===== config.mk =====
export PLATFORM = sky130hd
export DESIGN_NAME = running_sample_statistics_core_flat
export DESIGN_NICKNAME = d
export VERILOG_FILES = /design/src/rtl/core/rss_pkg.sv /design/src/rtl/core/rss_item_if.sv /design/src/rtl/core/rss_result_if.sv /design/src/rtl/core/rss_iter_unit.sv /design/src/rtl/core/running_sample_statistics_core.sv /design/src/flat_wrapper.sv
export SDC_FILE = /design/constraint.sdc
export NUM_CORES = 2
export LEC_CHECK = 0
export ABC_AREA = 1
export BUFFER_PORTS_ARGS = -buffer_cell sky130_fd_sc_hd__buf_4
export CELL_PAD_IN_SITES_DETAIL_PLACEMENT = 0
export CELL_PAD_IN_SITES_GLOBAL_PLACEMENT = 1
export CORE_ASPECT_RATIO = 0.7
export CORE_MARGIN = 2
export CORE_UTILIZATION = 40
export CTS_CLUSTER_SIZE = 20
export DETAILED_ROUTE_END_ITERATION = 7
export PLACE_DENSITY = 0.69
export SETUP_SLACK_MARGIN = 0.1
export SYNTH_ARGS = -nofsm -noshare
export SYNTH_HDL_FRONTEND = slang
export SYNTH_SLANG_ARGS = --single-unit
export TNS_END_PERCENT = 100

===== constraint.sdc =====
create_clock -name clk -period 15.08 [get_ports clk]
set_input_delay 1.508 -clock clk [delete_from_list [all_inputs] [get_ports clk]]
set_output_delay 1.508 -clock clk [all_outputs]
set_load 0.1 [all_outputs]

===== src/rtl/core/rss_pkg.sv =====
package rss_pkg;

    localparam int DEF_MAX_COUNT   = 4096;
    localparam int DEF_SAMPLE_BITS = 24;

    // Fixed-point layout
    localparam int MEAN_FRAC  = 16;
    localparam int PROD_SHIFT = 28;
    localparam int MUL_CHUNK  = 16;
    localparam int ACC_W      = 64;

    // Iterative divide / square-root unit
    localparam int DIV_W  = 64;
    localparam int ROOT_W = 32;
    localparam int STEP_W = 7;

    localparam logic [STEP_W-1:0] RPT_DIV_STEPS = STEP_W'(DIV_W);
    localparam logic [STEP_W-1:0] SQRT_STEPS    = STEP_W'(ROOT_W);
    localparam logic [DIV_W-1:0]  SQRT_TOP_BIT  = DIV_W'(1) << (DIV_W - 2);

    typedef enum logic [0:0] {
        OP_ADD    = 1'b0,
        OP_REPORT = 1'b1
    } rss_op_t;

    typedef enum logic [0:0] {
        ITER_DIV  = 1'b0,
        ITER_SQRT = 1'b1
    } rss_iter_mode_t;

    typedef struct packed {
        logic                start;
        rss_iter_mode_t      mode;
        logic [STEP_W-1:0]   steps;
    } rss_iter_ctl_t;

    typedef struct packed {
        logic busy;
        logic done;
    } rss_iter_sts_t;

    typedef enum logic [3:0] {
        ST_IDLE,
        ST_DIV_START,
        ST_DIV_WAIT,
        ST_UPDATE,
        ST_MUL,
        ST_ACC,
        ST_RPT_START,
        ST_RPT_DIV,
        ST_SQRT_START,
        ST_SQRT_WAIT,
        ST_RPT_DONE
    } rss_state_t;

endpackage


===== src/rtl/core/rss_item_if.sv =====
interface rss_item_if #(
    parameter int SAMPLE_BITS = rss_pkg::DEF_SAMPLE_BITS
);
    logic                   valid;
    logic                   ready;
    logic                   op;
    logic [SAMPLE_BITS-1:0] sample;

    modport source (output valid, output op, output sample, input ready);
    modport sink   (input valid, input op, input sample, output ready);
endinterface


===== src/rtl/core/rss_result_if.sv =====
interface rss_result_if #(
    parameter int CNT_W       = $clog2(rss_pkg::DEF_MAX_COUNT + 1),
    parameter int SAMPLE_BITS = rss_pkg::DEF_SAMPLE_BITS
);
    logic                   valid;
    logic                   ready;
    logic [CNT_W-1:0]       sample_count;
    logic [SAMPLE_BITS-1:0] min_value;
    logic [SAMPLE_BITS-1:0] max_value;
    logic [SAMPLE_BITS-1:0] mean_value;
    logic [SAMPLE_BITS-1:0] std_dev;
    logic                   dropped;

    modport source (
        output valid, output sample_count, output min_value, output max_value,
        output mean_value, output std_dev, output dropped, input ready
    );
    modport sink (
        input valid, input sample_count, input min_value, input max_value,
        input mean_value, input std_dev, input dropped, output ready
    );
endinterface


===== src/rtl/core/rss_iter_unit.sv =====
module rss_iter_unit #(
    parameter int CNT_W = $clog2(rss_pkg::DEF_MAX_COUNT + 1)
) (
    input  logic                         clk,
    input  logic                         rst_n,
    input  rss_pkg::rss_iter_ctl_t       ctl,
    input  logic [rss_pkg::DIV_W-1:0]    arg,
    input  logic [CNT_W-1:0]             divisor,
    output rss_pkg::rss_iter_sts_t       sts,
    output logic [rss_pkg::DIV_W-1:0]    quotient,
    output logic [CNT_W-1:0]             remainder,
    output logic [rss_pkg::ROOT_W-1:0]   root
);
    localparam int DIV_W = rss_pkg::DIV_W;
    localparam int SUB_W = DIV_W + 1;

    logic                          busy_reg, busy_next;
    logic                          done_reg, done_next;
    rss_pkg::rss_iter_mode_t       mode_reg, mode_next;
    logic [rss_pkg::STEP_W-1:0]    step_reg, step_next;
    logic [rss_pkg::STEP_W-1:0]    last_reg, last_next;
    logic [DIV_W-1:0]              quo_reg, quo_next;
    logic [CNT_W-1:0]              rem_reg, rem_next;
    logic [DIV_W-1:0]              res_reg, res_next;
    logic [DIV_W-1:0]              bit_reg, bit_next;

    logic [CNT_W:0]                partial;
    logic [DIV_W-1:0]              trial;
    logic [SUB_W-1:0]              op_a, op_b, diff;
    logic                          fits;

    // One subtractor serves both the restoring divide and the digit-by-digit root
    always_comb
    begin
        partial = {rem_reg, quo_reg[DIV_W-1]};
        trial   = res_reg | bit_reg;
        unique case (mode_reg)
            rss_pkg::ITER_DIV:
            begin
                op_a = SUB_W'(partial);
                op_b = SUB_W'(divisor);
            end
            rss_pkg::ITER_SQRT:
            begin
                op_a = {1'b0, quo_reg};
                op_b = {1'b0, trial};
            end
            default:
            begin
                op_a = '0;
                op_b = '0;
            end
        endcase
        diff = op_a - op_b;
        fits = ~diff[SUB_W-1];
    end

    always_comb
    begin
        busy_next = busy_reg;
        done_next = 1'b0;
        mode_next = mode_reg;
        step_next = step_reg;
        last_next = last_reg;
        quo_next  = quo_reg;
        rem_next  = rem_reg;
        res_next  = res_reg;
        bit_next  = bit_reg;
        if (ctl.start)
        begin
            busy_next = 1'b1;
            mode_next = ctl.mode;
            step_next = '0;
            last_next = ctl.steps - rss_pkg::STEP_W'(1);
            quo_next  = arg;
            rem_next  = '0;
            res_next  = '0;
            bit_next  = rss_pkg::SQRT_TOP_BIT;
        end
        else if (busy_reg)
        begin
            unique case (mode_reg)
                rss_pkg::ITER_DIV:
                begin
                    quo_next = {quo_reg[DIV_W-2:0], fits};
                    rem_next = fits ? diff[CNT_W-1:0] : partial[CNT_W-1:0];
                end
                rss_pkg::ITER_SQRT:
                begin
                    if (fits)
                    begin
                        quo_next = diff[DIV_W-1:0];
                        res_next = (res_reg >> 1) | bit_reg;
                    end
                    else
                    begin
                        res_next = res_reg >> 1;
                    end
                    bit_next = bit_reg >> 2;
                end
                default:
                begin
                    quo_next = quo_reg;
                end
            endcase
            step_next = step_reg + rss_pkg::STEP_W'(1);
            if (step_reg == last_reg)
            begin
                busy_next = 1'b0;
                done_next = 1'b1;
            end
        end
    end

    always_ff @(posedge clk or negedge rst_n)
    begin
        if (!rst_n)
        begin
            busy_reg <= 1'b0;
            done_reg <= 1'b0;
            mode_reg <= rss_pkg::ITER_DIV;
            step_reg <= '0;
            last_reg <= '0;
        end
        else
        begin
            busy_reg <= busy_next;
            done_reg <= done_next;
            mode_reg <= mode_next;
            step_reg <= step_next;
            last_reg <= last_next;
        end
    end

    always_ff @(posedge clk)
    begin
        quo_reg <= quo_next;
        rem_reg <= rem_next;
        res_reg <= res_next;
        bit_reg <= bit_next;
    end

    assign sts.busy  = busy_reg;
    assign sts.done  = done_reg;
    assign quotient  = quo_reg;
    assign remainder = rem_reg;
    assign root      = res_reg[rss_pkg::ROOT_W-1:0];

endmodule


===== src/rtl/core/running_sample_statistics_core.sv =====
// Channel   Direction  Transaction payload
// item      in         op, sample
// result    out        sample_count, min_value, max_value, mean_value, std_dev, dropped
//
// A sample runs a restoring divide, one quotient bit a cycle, then the multiply in
//   16-bit slices.
// A report runs 64 divide and 32 root steps on the shared unit (only the root steps for a
//   count of 0 or 1), and holds while the result register is still full.
// A sample that meets a full count is dropped in its accept cycle.
// rst_n clears the whole store asynchronously; a report clears it as well.
module running_sample_statistics_core #(
    parameter int MAX_COUNT   = rss_pkg::DEF_MAX_COUNT,
    parameter int SAMPLE_BITS = rss_pkg::DEF_SAMPLE_BITS
) (
    input  logic          clk,
    input  logic          rst_n,
    rss_item_if.sink      item,
    rss_result_if.source  result
);
    localparam int CNT_W      = $clog2(MAX_COUNT + 1);
    localparam int MEAN_FRAC  = rss_pkg::MEAN_FRAC;
    localparam int MEAN_W     = SAMPLE_BITS + MEAN_FRAC;
    localparam int MUL_CHUNK  = rss_pkg::MUL_CHUNK;
    localparam int MUL_STEPS  = (MEAN_W + MUL_CHUNK - 1) / MUL_CHUNK;
    localparam int MAG_PAD    = MUL_STEPS * MUL_CHUNK;
    localparam int PROD_W     = MEAN_W + MAG_PAD;
    localparam int PROD_SHIFT = rss_pkg::PROD_SHIFT;
    localparam int TERM_W     = PROD_W - PROD_SHIFT;
    localparam int ACC_W      = rss_pkg::ACC_W;
    localparam int SUM_W      = ((TERM_W > ACC_W) ? TERM_W : ACC_W) + 1;
    localparam int MCNT_W     = $clog2(MUL_STEPS + 1);
    localparam int DIV_W      = rss_pkg::DIV_W;
    localparam int ROOT_W     = rss_pkg::ROOT_W;
    localparam int ALIGN      = DIV_W - MEAN_W;

    localparam logic [CNT_W-1:0]       COUNT_FULL  = CNT_W'(MAX_COUNT);
    localparam logic [SAMPLE_BITS-1:0] SAMPLE_MAX  = {SAMPLE_BITS{1'b1}};
    localparam logic [MEAN_W:0]        MEAN_HALF   = (MEAN_W + 1)'(1) << (MEAN_FRAC - 1);
    localparam logic [MCNT_W-1:0]      MUL_LAST    = MCNT_W'(MUL_STEPS - 1);

    rss_pkg::rss_state_t       state_reg, state_next;

    logic [CNT_W-1:0]          count_reg, count_next;
    logic [SAMPLE_BITS-1:0]    min_reg, min_next;
    logic [SAMPLE_BITS-1:0]    max_reg, max_next;
    logic [MEAN_W-1:0]         mean_acc_reg, mean_acc_next;
    logic [ACC_W-1:0]          sq_dev_acc_reg, sq_dev_acc_next;
    logic                      drop_flag_reg, drop_flag_next;

    logic [MEAN_W-1:0]         mag_reg, mag_next;
    logic                      up_reg, up_next;
    logic [MEAN_W-1:0]         q_reg, q_next;
    logic [MEAN_W-1:0]         e_reg, e_next;
    logic [MAG_PAD-1:0]        pad_reg, pad_next;
    logic [PROD_W-1:0]         prod_reg, prod_next;
    logic [MCNT_W-1:0]         mul_cnt_reg, mul_cnt_next;
    logic [CNT_W-1:0]          div_reg, div_next;
    logic [DIV_W-1:0]          arg_reg, arg_next;
    logic [SAMPLE_BITS-1:0]    sd_reg, sd_next;

    logic                      result_valid_reg, result_valid_next;
    logic [CNT_W-1:0]          out_count_reg, out_count_next;
    logic [SAMPLE_BITS-1:0]    out_min_reg, out_min_next;
    logic [SAMPLE_BITS-1:0]    out_max_reg, out_max_next;
    logic [SAMPLE_BITS-1:0]    out_mean_reg, out_mean_next;
    logic [SAMPLE_BITS-1:0]    out_sd_reg, out_sd_next;
    logic                      out_drop_reg, out_drop_next;

    rss_pkg::rss_iter_ctl_t    iter_ctl;
    rss_pkg::rss_iter_sts_t    iter_sts;
    logic [DIV_W-1:0]          iter_quo;
    logic [CNT_W-1:0]          iter_rem;
    logic [ROOT_W-1:0]         iter_root;

    logic                      item_fire;
    logic                      out_load;
    logic [SAMPLE_BITS-1:0]    x;
    logic [MEAN_W-1:0]         xs;
    logic                      up_calc;
    logic [MEAN_W-1:0]         mag_calc;
    logic                      round_up;
    logic [MEAN_W+MUL_CHUNK-1:0] partial_prod;
    logic [SUM_W-1:0]          acc_sum;
    logic [ROOT_W:0]           root_sum;
    logic [ROOT_W:0]           sd_full;
    logic [MEAN_W:0]           mean_round;
    logic [SAMPLE_BITS:0]      mean_int;

    rss_iter_unit #(
        .CNT_W (CNT_W)
    ) u_iter (
        .clk       (clk),
        .rst_n     (rst_n),
        .ctl       (iter_ctl),
        .arg       (arg_reg),
        .divisor   (div_reg),
        .sts       (iter_sts),
        .quotient  (iter_quo),
        .remainder (iter_rem),
        .root      (iter_root)
    );

    assign item.ready = (state_reg == rss_pkg::ST_IDLE);
    assign item_fire  = item.valid && item.ready;
    assign out_load   = !result_valid_reg || result.ready;

    always_comb
    begin
        x            = item.sample[SAMPLE_BITS-1:0];
        xs           = {x, {MEAN_FRAC{1'b0}}};
        up_calc      = (xs >= mean_acc_reg);
        mag_calc     = up_calc ? (xs - mean_acc_reg) : (mean_acc_reg - xs);
        // Round half away from zero on the magnitude: 2r >= d
        round_up     = ({iter_rem, 1'b0} >= {1'b0, div_reg});
        partial_prod = e_reg * pad_reg[MAG_PAD-1 -: MUL_CHUNK];
        acc_sum      = SUM_W'(sq_dev_acc_reg) + SUM_W'(prod_reg[PROD_W-1:PROD_SHIFT]);
        root_sum     = (ROOT_W + 1)'(iter_root) + (ROOT_W + 1)'(2);
        sd_full      = root_sum >> 2;
        mean_round   = (MEAN_W + 1)'(mean_acc_reg) + MEAN_HALF;
        mean_int     = mean_round[MEAN_W:MEAN_FRAC];
    end

    always_comb
    begin
        state_next        = state_reg;
        count_next        = count_reg;
        min_next          = min_reg;
        max_next          = max_reg;
        mean_acc_next     = mean_acc_reg;
        sq_dev_acc_next   = sq_dev_acc_reg;
        drop_flag_next    = drop_flag_reg;
        mag_next          = mag_reg;
        up_next           = up_reg;
        q_next            = q_reg;
        e_next            = e_reg;
        pad_next          = pad_reg;
        prod_next         = prod_reg;
        mul_cnt_next      = mul_cnt_reg;
        div_next          = div_reg;
        arg_next          = arg_reg;
        sd_next           = sd_reg;
        result_valid_next = result_valid_reg;
        out_count_next    = out_count_reg;
        out_min_next      = out_min_reg;
        out_max_next      = out_max_reg;
        out_mean_next     = out_mean_reg;
        out_sd_next       = out_sd_reg;
        out_drop_next     = out_drop_reg;
        iter_ctl.start    = 1'b0;
        iter_ctl.mode     = rss_pkg::ITER_DIV;
        iter_ctl.steps    = rss_pkg::STEP_W'(MEAN_W);

        if (result_valid_reg && result.ready)
        begin
            result_valid_next = 1'b0;
        end

        unique case (state_reg)
            rss_pkg::ST_IDLE:
            begin
                if (item_fire)
                begin
                    if (item.op == rss_pkg::OP_REPORT)
                    begin
                        div_next   = count_reg - CNT_W'(1);
                        arg_next   = sq_dev_acc_reg;
                        state_next = rss_pkg::ST_RPT_START;
                    end
                    else if (count_reg >= COUNT_FULL)
                    begin
                        drop_flag_next = 1'b1;
                    end
                    else
                    begin
                        if (count_reg == '0)
                        begin
                            min_next = x;
                            max_next = x;
                        end
                        else
                        begin
                            if (x < min_reg)
                            begin
                                min_next = x;
                            end
                            if (x > max_reg)
                            begin
                                max_next = x;
                            end
                        end
                        count_next = count_reg + CNT_W'(1);
                        div_next   = count_reg + CNT_W'(1);
                        up_next    = up_calc;
                        mag_next   = mag_calc;
                        // Left-align the magnitude so only MEAN_W divide steps are needed
                        arg_next   = DIV_W'(mag_calc) << ALIGN;
                        state_next = rss_pkg::ST_DIV_START;
                    end
                end
            end
            rss_pkg::ST_DIV_START:
            begin
                iter_ctl.start = 1'b1;
                iter_ctl.mode  = rss_pkg::ITER_DIV;
                iter_ctl.steps = rss_pkg::STEP_W'(MEAN_W);
                state_next     = rss_pkg::ST_DIV_WAIT;
            end
            rss_pkg::ST_DIV_WAIT:
            begin
                if (iter_sts.done)
                begin
                    q_next     = iter_quo[MEAN_W-1:0] + MEAN_W'(round_up);
                    state_next = rss_pkg::ST_UPDATE;
                end
            end
            rss_pkg::ST_UPDATE:
            begin
                mean_acc_next = up_reg ? (mean_acc_reg + q_reg) : (mean_acc_reg - q_reg);
                e_next        = mag_reg - q_reg;
                pad_next      = MAG_PAD'(mag_reg);
                prod_next     = '0;
                mul_cnt_next  = '0;
                state_next    = rss_pkg::ST_MUL;
            end
            rss_pkg::ST_MUL:
            begin
                // Consume the magnitude one slice a cycle, most significant first
                prod_next    = PROD_W'(prod_reg << MUL_CHUNK) + PROD_W'(partial_prod);
                pad_next     = pad_reg << MUL_CHUNK;
                mul_cnt_next = mul_cnt_reg + MCNT_W'(1);
                if (mul_cnt_reg == MUL_LAST)
                begin
                    state_next = rss_pkg::ST_ACC;
                end
            end
            rss_pkg::ST_ACC:
            begin
                if (acc_sum[SUM_W-1:ACC_W] != '0)
                begin
                    sq_dev_acc_next = {ACC_W{1'b1}};
                end
                else
                begin
                    sq_dev_acc_next = acc_sum[ACC_W-1:0];
                end
                state_next = rss_pkg::ST_IDLE;
            end
            rss_pkg::ST_RPT_START:
            begin
                iter_ctl.start = 1'b1;
                if (count_reg > CNT_W'(1))
                begin
                    iter_ctl.mode  = rss_pkg::ITER_DIV;
                    iter_ctl.steps = rss_pkg::RPT_DIV_STEPS;
                    state_next     = rss_pkg::ST_RPT_DIV;
                end
                else
                begin
                    iter_ctl.mode  = rss_pkg::ITER_SQRT;
                    iter_ctl.steps = rss_pkg::SQRT_STEPS;
                    state_next     = rss_pkg::ST_SQRT_WAIT;
                end
            end
            rss_pkg::ST_RPT_DIV:
            begin
                if (iter_sts.done)
                begin
                    arg_next   = iter_quo + DIV_W'(round_up);
                    state_next = rss_pkg::ST_SQRT_START;
                end
            end
            rss_pkg::ST_SQRT_START:
            begin
                iter_ctl.start = 1'b1;
                iter_ctl.mode  = rss_pkg::ITER_SQRT;
                iter_ctl.steps = rss_pkg::SQRT_STEPS;
                state_next     = rss_pkg::ST_SQRT_WAIT;
            end
            rss_pkg::ST_SQRT_WAIT:
            begin
                if (iter_sts.done)
                begin
                    if (sd_full > (ROOT_W + 1)'(SAMPLE_MAX))
                    begin
                        sd_next = SAMPLE_MAX;
                    end
                    else
                    begin
                        sd_next = sd_full[SAMPLE_BITS-1:0];
                    end
                    state_next = rss_pkg::ST_RPT_DONE;
                end
            end
            rss_pkg::ST_RPT_DONE:
            begin
                // Hold until the result register is free, then clear the store
                if (out_load)
                begin
                    result_valid_next = 1'b1;
                    out_count_next    = count_reg;
                    out_min_next      = min_reg;
                    out_max_next      = max_reg;
                    out_mean_next     = mean_int[SAMPLE_BITS] ? SAMPLE_MAX
                                                              : mean_int[SAMPLE_BITS-1:0];
                    out_sd_next       = sd_reg;
                    out_drop_next     = drop_flag_reg;
                    count_next        = '0;
                    min_next          = '0;
                    max_next          = '0;
                    mean_acc_next     = '0;
                    sq_dev_acc_next   = '0;
                    drop_flag_next    = 1'b0;
                    state_next        = rss_pkg::ST_IDLE;
                end
            end
            default:
            begin
                state_next = rss_pkg::ST_IDLE;
            end
        endcase
    end

    always_ff @(posedge clk or negedge rst_n)
    begin
        if (!rst_n)
        begin
            state_reg        <= rss_pkg::ST_IDLE;
            count_reg        <= '0;
            min_reg          <= '0;
            max_reg          <= '0;
            mean_acc_reg     <= '0;
            sq_dev_acc_reg   <= '0;
            drop_flag_reg    <= 1'b0;
            mul_cnt_reg      <= '0;
            result_valid_reg <= 1'b0;
        end
        else
        begin
            state_reg        <= state_next;
            count_reg        <= count_next;
            min_reg          <= min_next;
            max_reg          <= max_next;
            mean_acc_reg     <= mean_acc_next;
            sq_dev_acc_reg   <= sq_dev_acc_next;
            drop_flag_reg    <= drop_flag_next;
            mul_cnt_reg      <= mul_cnt_next;
            result_valid_reg <= result_valid_next;
        end
    end

    always_ff @(posedge clk)
    begin
        mag_reg       <= mag_next;
        up_reg        <= up_next;
        q_reg         <= q_next;
        e_reg         <= e_next;
        pad_reg       <= pad_next;
        prod_reg      <= prod_next;
        div_reg       <= div_next;
        arg_reg       <= arg_next;
        sd_reg        <= sd_next;
        out_count_reg <= out_count_next;
        out_min_reg   <= out_min_next;
        out_max_reg   <= out_max_next;
        out_mean_reg  <= out_mean_next;
        out_sd_reg    <= out_sd_next;
        out_drop_reg  <= out_drop_next;
    end

    assign result.valid        = result_valid_reg;
    assign result.sample_count = out_count_reg;
    assign result.min_value    = out_min_reg;
    assign result.max_value    = out_max_reg;
    assign result.mean_value   = out_mean_reg;
    assign result.std_dev      = out_sd_reg;
    assign result.dropped      = out_drop_reg;

    a_report_busy: assert property (@(posedge clk) disable iff (!rst_n)
        (item_fire && item.op == rss_pkg::OP_REPORT) |=> !item.ready)
        else $error("report transaction did not start the report sequence");

    a_clear_on_load: assert property (@(posedge clk) disable iff (!rst_n)
        (state_reg == rss_pkg::ST_RPT_DONE && out_load)
            |=> (count_reg == '0 && result.valid && item.ready))
        else $error("store not cleared after report was loaded");

    a_min_le_max: assert property (@(posedge clk) disable iff (!rst_n)
        (count_reg != '0) |-> (min_reg <= max_reg))
        else $error("minimum above maximum");

    a_mean_in_range: assert property (@(posedge clk) disable iff (!rst_n)
        (state_reg == rss_pkg::ST_IDLE && count_reg != '0)
            |-> (mean_acc_reg <= {max_reg, {MEAN_FRAC{1'b0}}}
                 && mean_acc_reg >= {min_reg, {MEAN_FRAC{1'b0}}}))
        else $error("running mean outside sample range");

    a_iter_owned: assert property (@(posedge clk) disable iff (!rst_n)
        iter_sts.busy |-> (state_reg == rss_pkg::ST_DIV_WAIT
                           || state_reg == rss_pkg::ST_RPT_DIV
                           || state_reg == rss_pkg::ST_SQRT_WAIT))
        else $error("shared unit busy outside a wait state");

endmodule


===== src/flat_wrapper.sv =====
// flat-port wrapper written by rule: the top's interface ports become plain ports
module running_sample_statistics_core_flat 
#(
    parameter int MAX_COUNT   = rss_pkg::DEF_MAX_COUNT,
    parameter int SAMPLE_BITS = rss_pkg::DEF_SAMPLE_BITS
)
  (clk, rst_n, item_valid, item_op, item_sample, item_ready, result_valid, result_sample_count, result_min_value, result_max_value, result_mean_value, result_std_dev, result_dropped, result_ready);
  rss_item_if #(.SAMPLE_BITS(SAMPLE_BITS)) item_i ();
  rss_result_if #(.CNT_W(($clog2(MAX_COUNT + 1))), .SAMPLE_BITS(SAMPLE_BITS)) result_i ();
  input  logic clk;
  input  logic rst_n;
  input wire logic [$bits(item_i.valid)-1:0] item_valid;
  input wire logic [$bits(item_i.op)-1:0] item_op;
  input wire logic [$bits(item_i.sample)-1:0] item_sample;
  output wire logic [$bits(item_i.ready)-1:0] item_ready;
  output wire logic [$bits(result_i.valid)-1:0] result_valid;
  output wire logic [$bits(result_i.sample_count)-1:0] result_sample_count;
  output wire logic [$bits(result_i.min_value)-1:0] result_min_value;
  output wire logic [$bits(result_i.max_value)-1:0] result_max_value;
  output wire logic [$bits(result_i.mean_value)-1:0] result_mean_value;
  output wire logic [$bits(result_i.std_dev)-1:0] result_std_dev;
  output wire logic [$bits(result_i.dropped)-1:0] result_dropped;
  input wire logic [$bits(result_i.ready)-1:0] result_ready;
  assign item_i.valid = item_valid;
  assign item_i.op = item_op;
  assign item_i.sample = item_sample;
  assign item_ready = item_i.ready;
  assign result_valid = result_i.valid;
  assign result_sample_count = result_i.sample_count;
  assign result_min_value = result_i.min_value;
  assign result_max_value = result_i.max_value;
  assign result_mean_value = result_i.mean_value;
  assign result_std_dev = result_i.std_dev;
  assign result_dropped = result_i.dropped;
  assign result_i.ready = result_ready;
  running_sample_statistics_core #(.MAX_COUNT(MAX_COUNT), .SAMPLE_BITS(SAMPLE_BITS)) u_core (.clk(clk), .rst_n(rst_n), .item(item_i), .result(result_i));
endmodule

==> metrics.md <==
| Metric | Value |
|---|---|
| Status | complete, no violations |
| Post-synth top area share | 0.192 |
| Die area | roughly 0.21 sq mm |
| Max-slew violation count | 0 |
| CTS tree | yes |
| Clk Latency, worst-skew pair | 0.78 ns |
| Initial DRC Count | 8478 |
| Cts bufs inserted | 97 |
| FF-to-FF setup slack | 7.49 ns |
| Chip height | 386 microns |
| Setup crit start kind | register |
| Crit path DAT | slightly above 8 ns |
| Multi-input gate area | ~0.05 sq mm |
| Routed wire length | 354000 microns |
| Final count of negative-setup-slack endpoints | 0 |
| Reg clk slew, reported paths | about 0.060 ns |
| Post-synth EDFFs | 532 |
| Postcts setup bufs | 0 |
| Rel. slew slack | 0.157 |
| Fillers | approximately 22k |
| Wirelength per Cell | about 24 microns |
| Largest net degree at the start of global routing | 191 |
| Sequential cell area fraction in the yosys report | 0.274 |
| Final TNS setup | 0 ns |
| Period utilization | 0.503 |
| Number of I/O port buffers | 140 |
| CP max stage delay | 0.82 ns |
| Final Hold Viols | 0 |
| CP bufs+invs | 8 |
| Clock root buffer | clkbuf_16 |
| Dpl hpwl | 290000 microns |
| Synth Register Bits | 827 |
| Crit end category | register |
| Final ANT Viol Nets | 0 |
| Grt ovf | 0 |
| Vias in the first global route | 75.2k |
| Antenna violations before repair | 22 |
| Fmax achieved | between 100 and 150 MHz |
| Drc violations | 0 |
| CORE AREA | between 0.2 and 0.25 sq mm |
| Final Skew | approximately 0.070 ns |
| Cts hold-fix bufs | 0 |
| RSZ-0062 raised after global routing | false |
| Post-cts sizing count | 0 |
| Post-synthesis cell count | roughly 12k |
| Most frequent cell after synthesis | nand2_1 |
| Die Wd | ~550 microns |
| Layout net count | 13.0k |
| Post-Syn Area per Cell | ~6.9 sq um |
| Area delta synth->final | 8.61% |
| Area leader, netlist | edfxtp_1 |
| # H-tree levels | 3 |
| Max reg flops | 88 |
| Most used cell along the critical path | nand2_1 |
| Worst Max-Slew Pin Slew | approximately 1.3 ns |
| CTS max path bufs | 3 |
| HP Class | reg -> reg |
| Via density | ~5.3 |
| Global-route wire length before repair | slightly above 500000 microns |
| Asr flop ratio synth | 0.226 |
| Crit path max-delay family | adder cells |
| Clock sink total | a little over 800 |
| IO Pins | 141 |
| Yosys cell types | 60 |
| Critical path type | reg -> reg |
| Synth Cell Area | 0.0834 sq mm |
| Initial Utilization | 0.402 |
| Most frequent cells after synthesis | nand2_1 (3930), inv_1 (2509), nor2_1 (921) |
| Vias | between 70k and 80k |
| Ranking of synthesized cells by area | edfxtp_1 (19%), nand2_1 (18%), fa_1 (14%) |
| Layout cells sized above 1 | 0.0374 |
| Max Cap Viol | 0 |
| Syn nets | between 10k and 15k |
| Drt pass-1 iters | 6 |
| Required time of the worst setup path | approximately 16 ns |
| Critical path fanouts, max | 26 |
| GRT Total Usage | 0.331 |
| Register area | 0.0228 sq mm |
| Ys Warns | 0 |
| Synth Flop Type | edfxtp_1 |
| GPL Wtd Cong | roughly 0.99 |
| Layout Utilization | 0.436 |
| Rows | 140 |
| Final worst path period need | 7.59 ns |
| CP max stage cell | edfxtp_1 |
[placed cells by master (no fill, tap or decap), types with 97 or more instances in the layout]
| cell type | n |
|---|---|
| ha_1 | 463 |
| o21ai_0 | 454 |
| dfrtp_1 | 186 |
| nor2_1 | 911 |
| buf_4 | 197 |
| edfxtp_1 | 532 |
| nand2_1 | 3928 |
| xor2_1 | 235 |
| a21oi_1 | 617 |
| clkbuf_16 | 97 |
| fa_1 | 575 |
| nor3_1 | 126 |
| dfxtp_1 | 108 |
| nand3_1 | 522 |
| inv_1 | 2504 |
[cell type report]
type	instances	share of cell area
clock inverters	63	0.00933
diodes	2	0.0000553
clock buffers	120	0.0286
multi-input cells	8327	0.550
flip-flops and latches	827	0.252
repair buffers	201	0.0172
inverters	2524	0.105
well taps	2769	0.0383
[metal layers]
layer	routed length [microns]	up-vias	global-route usage	share of wire
met4	5560	10	0.0522	0.016
li1	-	36800	-	-
met1	173000	38200	0.519	0.49
met2	141000	3153	0.469	0.40
met3	33600	276	0.0645	0.095
met5	69	-	0	0.00019
[worst register-to-register path: cells and delay by family (launching register included)]
family                   cells  cell delay (ns)
adder cells (fa/ha/maj)      7             3.77
AND/OR/NAND/NOR              9             1.12
buffers and inverters        8             1.00
flip-flops                   1             0.82
AO/OA/AOI/OAI                2             0.65
[stage by stage]
stage | worst slack, ns | cells | instance area (sq um) | hold slack (ns)
after floorplan | 7.54 | 12000 | 83400 | 0.400
after global placement | 7.52 | 14600 | 87100 | 0.403
after detailed placement | 7.68 | 14600 | 87100 | 0.405
after CTS | 7.58 | 14800 | 90500 | 0.420
after global routing | 7.26 | 14800 | 90500 | 0.427
final | 7.49 | 14800 | 90600 | 0.418
[path summary, 6_finish.rpt]
path	startpoint	endpoint	cells past startpoint
min	u_core.sd_reg[16]	u_core.result.std_dev[16]	0
max reg2reg	u_core.pad_reg[37]	u_core.prod_reg[55]	26
min in group asynchronous	rst_n	u_core.sq_dev_acc_reg[37]	1
min reg2reg	u_core.sd_reg[16]	u_core.result.std_dev[16]	0
max in group asynchronous	rst_n	u_core.max_reg[8]	2
max	u_core.pad_reg[37]	u_core.prod_reg[55]	26
[cells by family after synthesis]
| group | share of synthesized area |
|---|---|
| flip-flops | 0.274 |
| AND/OR/NAND/NOR | 0.276 |
| multiplexers | 0.00204 |
| buffers and inverters | 0.130 |
| AO/OA/AOI/OAI | 0.0813 |
| adder cells (fa/ha/maj) | 0.208 |
| XOR/XNOR | 0.0292 |
Power is left out: the tool's default activity adds up to more than one toggle a clock period on the data nets, which glitch-free logic cannot reach.
